**src/fmcp_pkg.sv**
```systemverilog
// ----------------------------------------------------------------------------
// fmcp_pkg
// shared types and constants of the fuse map text cell parser
// ----------------------------------------------------------------------------
package fmcp_pkg;

  localparam int ROW_W    = 11;
  localparam int COL_W    = 8;
  localparam int ADDR_W   = 19;
  localparam int CODE_W   = 21;
  localparam int CHAR_W   = 8;
  localparam int WIDTH_W  = 8;

  localparam logic [WIDTH_W-1:0] ROW_WIDTH_RESET = 8'd50;

  localparam logic [CHAR_W-1:0] CH_TAB   = 8'h09;
  localparam logic [CHAR_W-1:0] CH_LF    = 8'h0A;
  localparam logic [CHAR_W-1:0] CH_0     = 8'h30;
  localparam logic [CHAR_W-1:0] CH_9     = 8'h39;
  localparam logic [CHAR_W-1:0] CH_A_LOW = 8'h61;
  localparam logic [CHAR_W-1:0] CH_Z_LOW = 8'h7A;
  localparam logic [CHAR_W-1:0] CH_UNDER = 8'h5F;

  localparam logic signed [CODE_W-1:0] CODE_ZERO  = -21'sd1;
  localparam logic signed [CODE_W-1:0] CODE_ONE   = -21'sd2;
  localparam logic signed [CODE_W-1:0] CODE_SPARE = -21'sd3;
  localparam logic signed [CODE_W-1:0] CODE_SEC   = -21'sd10;
  localparam logic signed [CODE_W-1:0] CODE_DONE  = -21'sd12;
  localparam logic signed [CODE_W-1:0] CODE_USER  = -21'sd44;

  // blank mode codes
  localparam logic [1:0] BLANK_FILLED = 2'd0;
  localparam logic [1:0] BLANK_AFTER  = 2'd1;
  localparam logic [1:0] BLANK_LINE   = 2'd2;

  // keyword slots, padded with zero bytes that never match a letter
  localparam int WORD_SLOTS = 8;
  localparam int WORD_IDX_W = 3;
  localparam int NUM_WORDS  = 4;

  localparam int W_SPARE = 0;
  localparam int W_SEC   = 1;
  localparam int W_DONE  = 2;
  localparam int W_USER  = 3;

  localparam logic [CHAR_W-1:0] WORD_SPARE [WORD_SLOTS] =
    '{8'h73, 8'h70, 8'h61, 8'h72, 8'h65, 8'h00, 8'h00, 8'h00};
  localparam logic [CHAR_W-1:0] WORD_SEC [WORD_SLOTS] =
    '{8'h73, 8'h65, 8'h63, 8'h5F, 8'h00, 8'h00, 8'h00, 8'h00};
  localparam logic [CHAR_W-1:0] WORD_DONE [WORD_SLOTS] =
    '{8'h64, 8'h6F, 8'h6E, 8'h65, 8'h5F, 8'h00, 8'h00, 8'h00};
  localparam logic [CHAR_W-1:0] WORD_USER [WORD_SLOTS] =
    '{8'h75, 8'h73, 8'h65, 8'h72, 8'h5F, 8'h00, 8'h00, 8'h00};

  typedef struct packed {
    logic                     done;
    logic [ROW_W-1:0]         row;
    logic [COL_W-1:0]         column;
    logic signed [CODE_W-1:0] code;
  } fmcp_cell_t;

endpackage

```
**src/fuse_map_text_cell_parser_top.sv**
```systemverilog
// ----------------------------------------------------------------------------
// fuse_map_text_cell_parser_top
// parses tab-separated map text into one coded word per cell
// ----------------------------------------------------------------------------
// One character is taken every cycle. Each character is held in an input
// register, decoded against the cell state in the next cycle, and a tab or
// newline loads the result register, which drives the cell word outputs. Only
// a tab or newline that meets a held result word waits; digits, letters and
// ignored bytes always pass. row_width is written through cfg_wr_en /
// cfg_wr_data and takes effect on the next cell.
module fuse_map_text_cell_parser_top #(
  parameter int LETTER_DEPTH = 8,
  parameter int ACC_BITS     = 20
) (
  input  logic                                 clk,
  input  logic                                 rst_n,
  input  logic                                 cfg_wr_en,
  input  logic [fmcp_pkg::WIDTH_W-1:0]         cfg_wr_data,
  input  logic                                 in_valid,
  output logic                                 in_ready,
  input  logic [fmcp_pkg::CHAR_W-1:0]          in_char_in,
  output logic                                 out_valid,
  input  logic                                 out_ready,
  output logic [fmcp_pkg::ROW_W-1:0]           out_cell_row,
  output logic [fmcp_pkg::COL_W-1:0]           out_cell_column,
  output logic [fmcp_pkg::ADDR_W-1:0]          out_cell_address,
  output logic signed [fmcp_pkg::CODE_W-1:0]   out_cell_code
);
  import fmcp_pkg::*;

  logic [WIDTH_W-1:0]       row_width_r;
  logic                     in_valid_r;
  logic [CHAR_W-1:0]        in_char_r;
  logic                     out_valid_r;
  logic [ROW_W-1:0]         out_row_r;
  logic [COL_W-1:0]         out_col_r;
  logic [ADDR_W-1:0]        out_addr_r;
  logic signed [CODE_W-1:0] out_code_r;

  fmcp_cell_t               cell_info;
  logic                     out_free, proc;
  logic [ADDR_W:0]          addr_sum;

  fmcp_cell_track #(
    .LETTER_DEPTH (LETTER_DEPTH),
    .ACC_BITS     (ACC_BITS)
  ) u_track (
    .clk       (clk),
    .rst_n     (rst_n),
    .step      (proc),
    .char_in   (in_char_r),
    .cell_info (cell_info)
  );

  assign out_free = !out_valid_r || out_ready;
  assign proc     = in_valid_r && (!cell_info.done || out_free);
  assign in_ready = !in_valid_r || proc;

  assign addr_sum = (ADDR_W+1)'(cell_info.row) * (ADDR_W+1)'(row_width_r)
                  + (ADDR_W+1)'(cell_info.column);

  always_ff @(posedge clk) begin
    if (!rst_n) begin
      row_width_r <= ROW_WIDTH_RESET;
    end else if (cfg_wr_en) begin
      row_width_r <= cfg_wr_data;
    end
  end

  always_ff @(posedge clk) begin
    if (!rst_n) begin
      in_valid_r <= 1'b0;
    end else if (in_ready) begin
      in_valid_r <= in_valid;
    end
  end

  always_ff @(posedge clk) begin
    if (in_valid && in_ready) begin
      in_char_r <= in_char_in;
    end
  end

  always_ff @(posedge clk) begin
    if (!rst_n) begin
      out_valid_r <= 1'b0;
    end else if (proc && cell_info.done) begin
      out_valid_r <= 1'b1;
    end else if (out_ready) begin
      out_valid_r <= 1'b0;
    end
  end

  always_ff @(posedge clk) begin
    if (proc && cell_info.done) begin
      out_row_r  <= cell_info.row;
      out_col_r  <= cell_info.column;
      out_addr_r <= addr_sum[ADDR_W-1:0];
      out_code_r <= cell_info.code;
    end
  end

  assign out_valid        = out_valid_r;
  assign out_cell_row     = out_row_r;
  assign out_cell_column  = out_col_r;
  assign out_cell_address = out_addr_r;
  assign out_cell_code    = out_code_r;

endmodule

```
**src/fmcp_cell_track.sv**
```systemverilog
// ----------------------------------------------------------------------------
// fmcp_cell_track
// per-character cell state: number, keyword prefix flags, blank mode,
// row and column; gives the finished cell for a tab or newline
// ----------------------------------------------------------------------------
module fmcp_cell_track #(
  parameter int LETTER_DEPTH = 8,
  parameter int ACC_BITS     = 20
) (
  input  logic                          clk,
  input  logic                          rst_n,
  input  logic                          step,
  input  logic [fmcp_pkg::CHAR_W-1:0]   char_in,
  output fmcp_pkg::fmcp_cell_t          cell_info
);
  import fmcp_pkg::*;

  localparam int CNT_W = $clog2(LETTER_DEPTH + 1);

  logic [ACC_BITS-1:0]  acc_r,   acc_nxt;
  logic [1:0]           blank_r, blank_nxt;
  logic [CNT_W-1:0]     cnt_r,   cnt_nxt;
  logic [NUM_WORDS-1:0] match_r, match_nxt;
  logic [ROW_W-1:0]     row_r,   row_nxt;
  logic [COL_W-1:0]     col_r,   col_nxt;

  logic                 is_digit, is_letter, is_term;
  logic [ACC_BITS+3:0]  prod;
  logic [WORD_IDX_W-1:0] widx;
  logic                 slot_ok;
  logic signed [CODE_W-1:0] acc_code, code;

  always_comb begin
    is_digit  = char_in inside {[CH_0:CH_9]};
    is_letter = (char_in inside {[CH_A_LOW:CH_Z_LOW]}) || (char_in == CH_UNDER);
    is_term   = (char_in == CH_TAB) || (char_in == CH_LF);
  end

  // acc * 10 + digit, saturating
  assign prod = {1'b0, acc_r, 3'b000} + {3'b000, acc_r, 1'b0}
              + (ACC_BITS+4)'(char_in - CH_0);

  assign widx    = cnt_r[WORD_IDX_W-1:0];
  assign slot_ok = {1'b0, cnt_r} < (CNT_W+1)'(WORD_SLOTS);

  // cell code
  always_comb begin
    acc_code = CODE_W'(acc_r);
    if (blank_r == BLANK_LINE) begin
      code = CODE_ZERO;
    end else if (blank_r == BLANK_AFTER) begin
      code = CODE_ONE;
    end else begin
      code = acc_code;
    end
    if (cnt_r != '0) begin
      if (match_r[W_SPARE]) begin
        code = CODE_SPARE;
      end else if (match_r[W_SEC]) begin
        code = code + CODE_SEC;
      end else if (match_r[W_DONE]) begin
        code = code + CODE_DONE;
      end else if (match_r[W_USER]) begin
        code = code + CODE_USER;
      end
    end
  end

  assign cell_info.done   = is_term;
  assign cell_info.row    = row_r;
  assign cell_info.column = col_r;
  assign cell_info.code   = code;

  always_comb begin
    acc_nxt   = acc_r;
    blank_nxt = blank_r;
    cnt_nxt   = cnt_r;
    match_nxt = match_r;
    row_nxt   = row_r;
    col_nxt   = col_r;
    if (is_digit) begin
      acc_nxt   = (|prod[ACC_BITS+3:ACC_BITS]) ? {ACC_BITS{1'b1}} : prod[ACC_BITS-1:0];
      blank_nxt = BLANK_FILLED;
    end else if (is_letter) begin
      if (cnt_r < CNT_W'(LETTER_DEPTH)) begin
        cnt_nxt          = cnt_r + 1'b1;
        match_nxt[W_SPARE] = match_r[W_SPARE] && slot_ok && (char_in == WORD_SPARE[widx]);
        match_nxt[W_SEC]   = match_r[W_SEC]   && slot_ok && (char_in == WORD_SEC[widx]);
        match_nxt[W_DONE]  = match_r[W_DONE]  && slot_ok && (char_in == WORD_DONE[widx]);
        match_nxt[W_USER]  = match_r[W_USER]  && slot_ok && (char_in == WORD_USER[widx]);
      end
      blank_nxt = BLANK_FILLED;
    end else if (is_term) begin
      if (blank_r != BLANK_LINE && blank_r != BLANK_AFTER) begin
        blank_nxt = BLANK_AFTER;
      end
      acc_nxt   = '0;
      cnt_nxt   = '0;
      match_nxt = '1;
      col_nxt   = col_r + 1'b1;
      if (char_in == CH_LF) begin
        col_nxt   = '0;
        row_nxt   = row_r + 1'b1;
        blank_nxt = BLANK_LINE;
      end
    end
  end

  always_ff @(posedge clk) begin
    if (!rst_n) begin
      acc_r   <= '0;
      blank_r <= BLANK_LINE;
      cnt_r   <= '0;
      match_r <= '1;
      row_r   <= '0;
      col_r   <= '0;
    end else if (step) begin
      acc_r   <= acc_nxt;
      blank_r <= blank_nxt;
      cnt_r   <= cnt_nxt;
      match_r <= match_nxt;
      row_r   <= row_nxt;
      col_r   <= col_nxt;
    end
  end

endmodule

```
**config.mk**
```make
export PLATFORM = sky130hd
export DESIGN_NAME = fuse_map_text_cell_parser_top
export DESIGN_NICKNAME = d
export VERILOG_FILES = /design/src/fmcp_pkg.sv /design/src/fuse_map_text_cell_parser_top.sv /design/src/fmcp_cell_track.sv
export SDC_FILE = /design/constraint.sdc
export NUM_CORES = 1
export LEC_CHECK = 0
export CAP_MARGIN = 5
export CELL_PAD_IN_SITES_DETAIL_PLACEMENT = 0
export CELL_PAD_IN_SITES_GLOBAL_PLACEMENT = 1
export CORE_ASPECT_RATIO = 0.8
export CORE_MARGIN = 5
export CORE_UTILIZATION = 45
export CTS_BUF_LIST = sky130_fd_sc_hd__clkbuf_8
export DETAILED_ROUTE_END_ITERATION = 6
export DONT_BUFFER_PORTS = 1
export GPL_ROUTABILITY_DRIVEN = 0
export MAX_ROUTING_LAYER = met4
export PLACE_DENSITY_LB_ADDON = 0.1
export SLEW_MARGIN = 40
export SYNTH_ARGS = -nofsm -noshare
export SYNTH_HDL_FRONTEND = slang
export SYNTH_HIERARCHICAL = 1
export SYNTH_SLANG_ARGS = --single-unit
```
**constraint.sdc**
```tcl
create_clock -name clk -period 13.1 [get_ports clk]
set_clock_uncertainty 0.2 [all_clocks]
set_input_delay 2.62 -clock clk [delete_from_list [all_inputs] [get_ports clk]]
set_output_delay 2.62 -clock clk [all_outputs]
set_load 0.01 [all_outputs]
```
==> impl_metrics.env <==
export IMPL_drcViolationCount=0
export IMPL_synth_edf_count=67
export IMPL_cpPeakStageDelay_ns=0.36
export IMPL_fill_cells=2355
export IMPL_htree_levels=4
export IMPL_cts_buffers=17
export IMPL_drive_gt1_share_pct=5.228
export IMPL_nets=1378
export IMPL_drt_wl_total_mm=27.80
export IMPL_worst_pin_slew_ns=0.8386
export IMPL_required_ns=10.28
export IMPL_yosys_warnings=6
export IMPL_syn_area_um2=11070
export IMPL_post_cts_resized=0
export IMPL_wl_per_cell_um=18.25
export IMPL_rsz0062_at_grt="false"
export IMPL_start_util_pct=45.54
export IMPL_power_density_nw_per_um2=76.92
export IMPL_clockBufferDepth=2
export IMPL_synth_cells=1226
export IMPL_chipHeight_um=150.3
export IMPL_io_buffers=0
export IMPL_grt_max_degree=34
export IMPL_post_route_period_util_pct=46.06
export IMPL_antenna_found_initial=0
export IMPL_finalHoldViolations=0
export IMPL_grt_use_total_pct=21.17
export IMPL_cp_start_kind="input port"
export IMPL_synth_area_leader_cell="edfxtp_1"
export IMPL_first_pass_iters=5
export IMPL_cts_setup_buffers=0
export IMPL_dpl_hpwl_mm=21.10
export IMPL_ys_flop_type="edfxtp_1"
export IMPL_ys_seq_area_share_pct=28.84
export IMPL_critPathBufInv=0
export IMPL_peakVddDrop_mv=0.06030
export IMPL_max_cap_violations=0
export IMPL_setup_viol=0
export IMPL_synthesis_nets=1412
export IMPL_cts_tree="done"
export IMPL_outcome="finished clean"
export IMPL_antenna_cells=0
export IMPL_num_io_pins=82
export IMPL_hold_class="reg2reg"
export IMPL_final_util_pct=48.10
export IMPL_synth_cell_type_count=79
export IMPL_power_leakage_nw=5.067
export IMPL_synth_area_leaders="edfxtp_1, fa_1, dfxtp_1"
export IMPL_cts_sinks=126
export IMPL_die_x_um=185.4
export IMPL_synth_top_area_share_pct=18.17
export IMPL_async_flop_share_pct=0
export IMPL_crit_fanout=5
export IMPL_avgViaCountPerCell=5.503
export IMPL_avgSynthCellArea_um2=9.031
export IMPL_grt_pass1_wl_mm=45.06
export IMPL_die_area_um2=27860
export IMPL_clkLatencyLatePin_ns=0.45
export IMPL_ys_ff_latch=126
export IMPL_syn_to_final_growth_pct=5.628
export IMPL_fp_row_count=51
export IMPL_crit_chain="nor2b_1, nand3_1"
export IMPL_grt_ovfl_total=0
export IMPL_fmax_mhz=165.7
export IMPL_path_clk_slew_ns=0.08
export IMPL_ant_nets=0
export IMPL_cp_end_kind="output pin"
export IMPL_cts_root_buf="clkbuf_8"
export IMPL_tns_ns=0
export IMPL_worst_path_dominant_cell_family="simple AND/OR/NAND/NOR gates"
export IMPL_cp_arrival_ns=3.21
export IMPL_first_global_vias=8064
export IMPL_ctsHoldBuffers=0
export IMPL_slew_violations=0
export IMPL_first_iter_violations=487
export IMPL_core_area_um2=24310
export IMPL_criticalPathCategory="in2out"
export IMPL_min_period_ns=6.034
export IMPL_vias=8381
export IMPL_relSlewSlack_pct=43.91
export IMPL_cp_slowest_cell="nor2b_1"
==> cells in the mapped netlist (all sizes together) (10+ instances only) <==
cell type / instances
o211ai: 11
dfxtp: 59
edfxtp: 67
a21o: 16
xnor2: 38
clkbuf: 37
nor4: 32
nand2: 134
nor2b: 15
a21oi: 54
buf: 19
ha: 84
and3: 12
inv: 139
nand2b: 13
xor2: 28
mux2i: 15
fa: 81
nor2: 77
nand3: 26
nor3: 23
o21ai: 59
and2: 68
or3: 10
nand4: 17
==> flip-flops by register name, indices dropped and copies added (netlist names), 8 cells and up <==
register	cells
in_char_r	8
row_width_r	8
out_cell_code	21
u_track/col_r	8
u_track/row_r	11
out_cell_column	8
u_track/acc_r	20
out_cell_row	11
out_cell_address	19
==> through the flow <==
stage	total power [mW]	cell area, um^2	hold slack [ns]	setup WS [ns]	instances
after floorplan	0.5259	11070	0.2499	7.245	1226
after global placement	0.5509	11250	0.2717	7.140	1489
after detailed placement	0.5528	11290	0.2886	7.089	1491
after CTS	0.9101	11680	0.3020	7.079	1523
after global routing	0.9442	11700	0.3278	7.019	1523
final	0.8996	11700	0.2993	7.066	1523
==> placed cells by master (no fill, tap or decap), types with 5 or more instances in the layout <==
cell      count
xor2_1       28
or3_1        10
a31oi_1       5
ha_1         84
clkbuf_8     17
nand3_1      24
fa_1         81
o21bai_1      5
nor2_1       76
or4_1         6
edfxtp_1     67
mux2i_1      15
nor2b_1      14
and3_1       11
inv_6         5
o211ai_1      9
a21o_1       16
a21boi_0      5
nand4_1      15
o21ai_1      18
and2_1       67
inv_1       139
nand2b_1     13
nor4_1       31
dfxtp_1      59
a211o_1       5
a21oi_1      51
o21ai_0      40
nor3_1       21
nand2_1     134
xnor2_1      38
==> logic make-up after synthesis <==
logic type	count (synthesis)	share of synthesized area [%]
AND/OR/NAND/NOR	450	21.09
AO/OA/AOI/OAI	209	12.34
buffers and inverters	195	7.018
adder cells (fa/ha/maj)	165	24.14
flip-flops	126	28.84
XOR/XNOR	66	5.221
multiplexers	15	1.356
==> power breakdown <==
group	switching (mW)	internal [mW]
Sequential	0.0176	0.418
Clock	0.182	0.172
Combinational	0.0672	0.0428
==> final cells by class <==
| cell class | instances | area [um^2] | area share [%] |
|---|---|---|---|
| Clock buffer | 17 | 234.0 | 2.001 |
| Clock inverter | 15 | 160.2 | 1.369 |
| Inverter | 139 | 521.8 | 4.461 |
| Multi-Input combinational cell | 905 | 7158 | 61.21 |
| Sequential cell | 126 | 3193 | 27.30 |
| Tap cell | 318 | 397.9 | 3.402 |
| Timing Repair Buffer | 3 | 30.03 | 0.2568 |
==> metal layers <==
| metal | vias up | share of wire [%] | global-route usage (%) |
|---|---|---|---|
| met5 | - | 0 | - |
| met4 | 0 | 0.63 | 3.265 |
| met3 | 11 | 5.3 | 4.662 |
| met2 | 182 | 39 | 27.18 |
| met1 | 4068 | 55 | 34.02 |
| li1 | 4120 | - | - |
==> worst paths after layout <==
path / from / end / cells past startpoint / slack [ns]
max: out_ready / in_ready / 2 / 7.07
min: u_track/blank_r[1] / u_track/blank_r[1] / 1 / 0.30
max reg2reg: in_char_r[4] / u_track/acc_r[18] / 13 / 7.37
min reg2reg: u_track/blank_r[1] / u_track/blank_r[1] / 1 / 0.30
No activity file was read; power rests on OpenSTA's default activity.
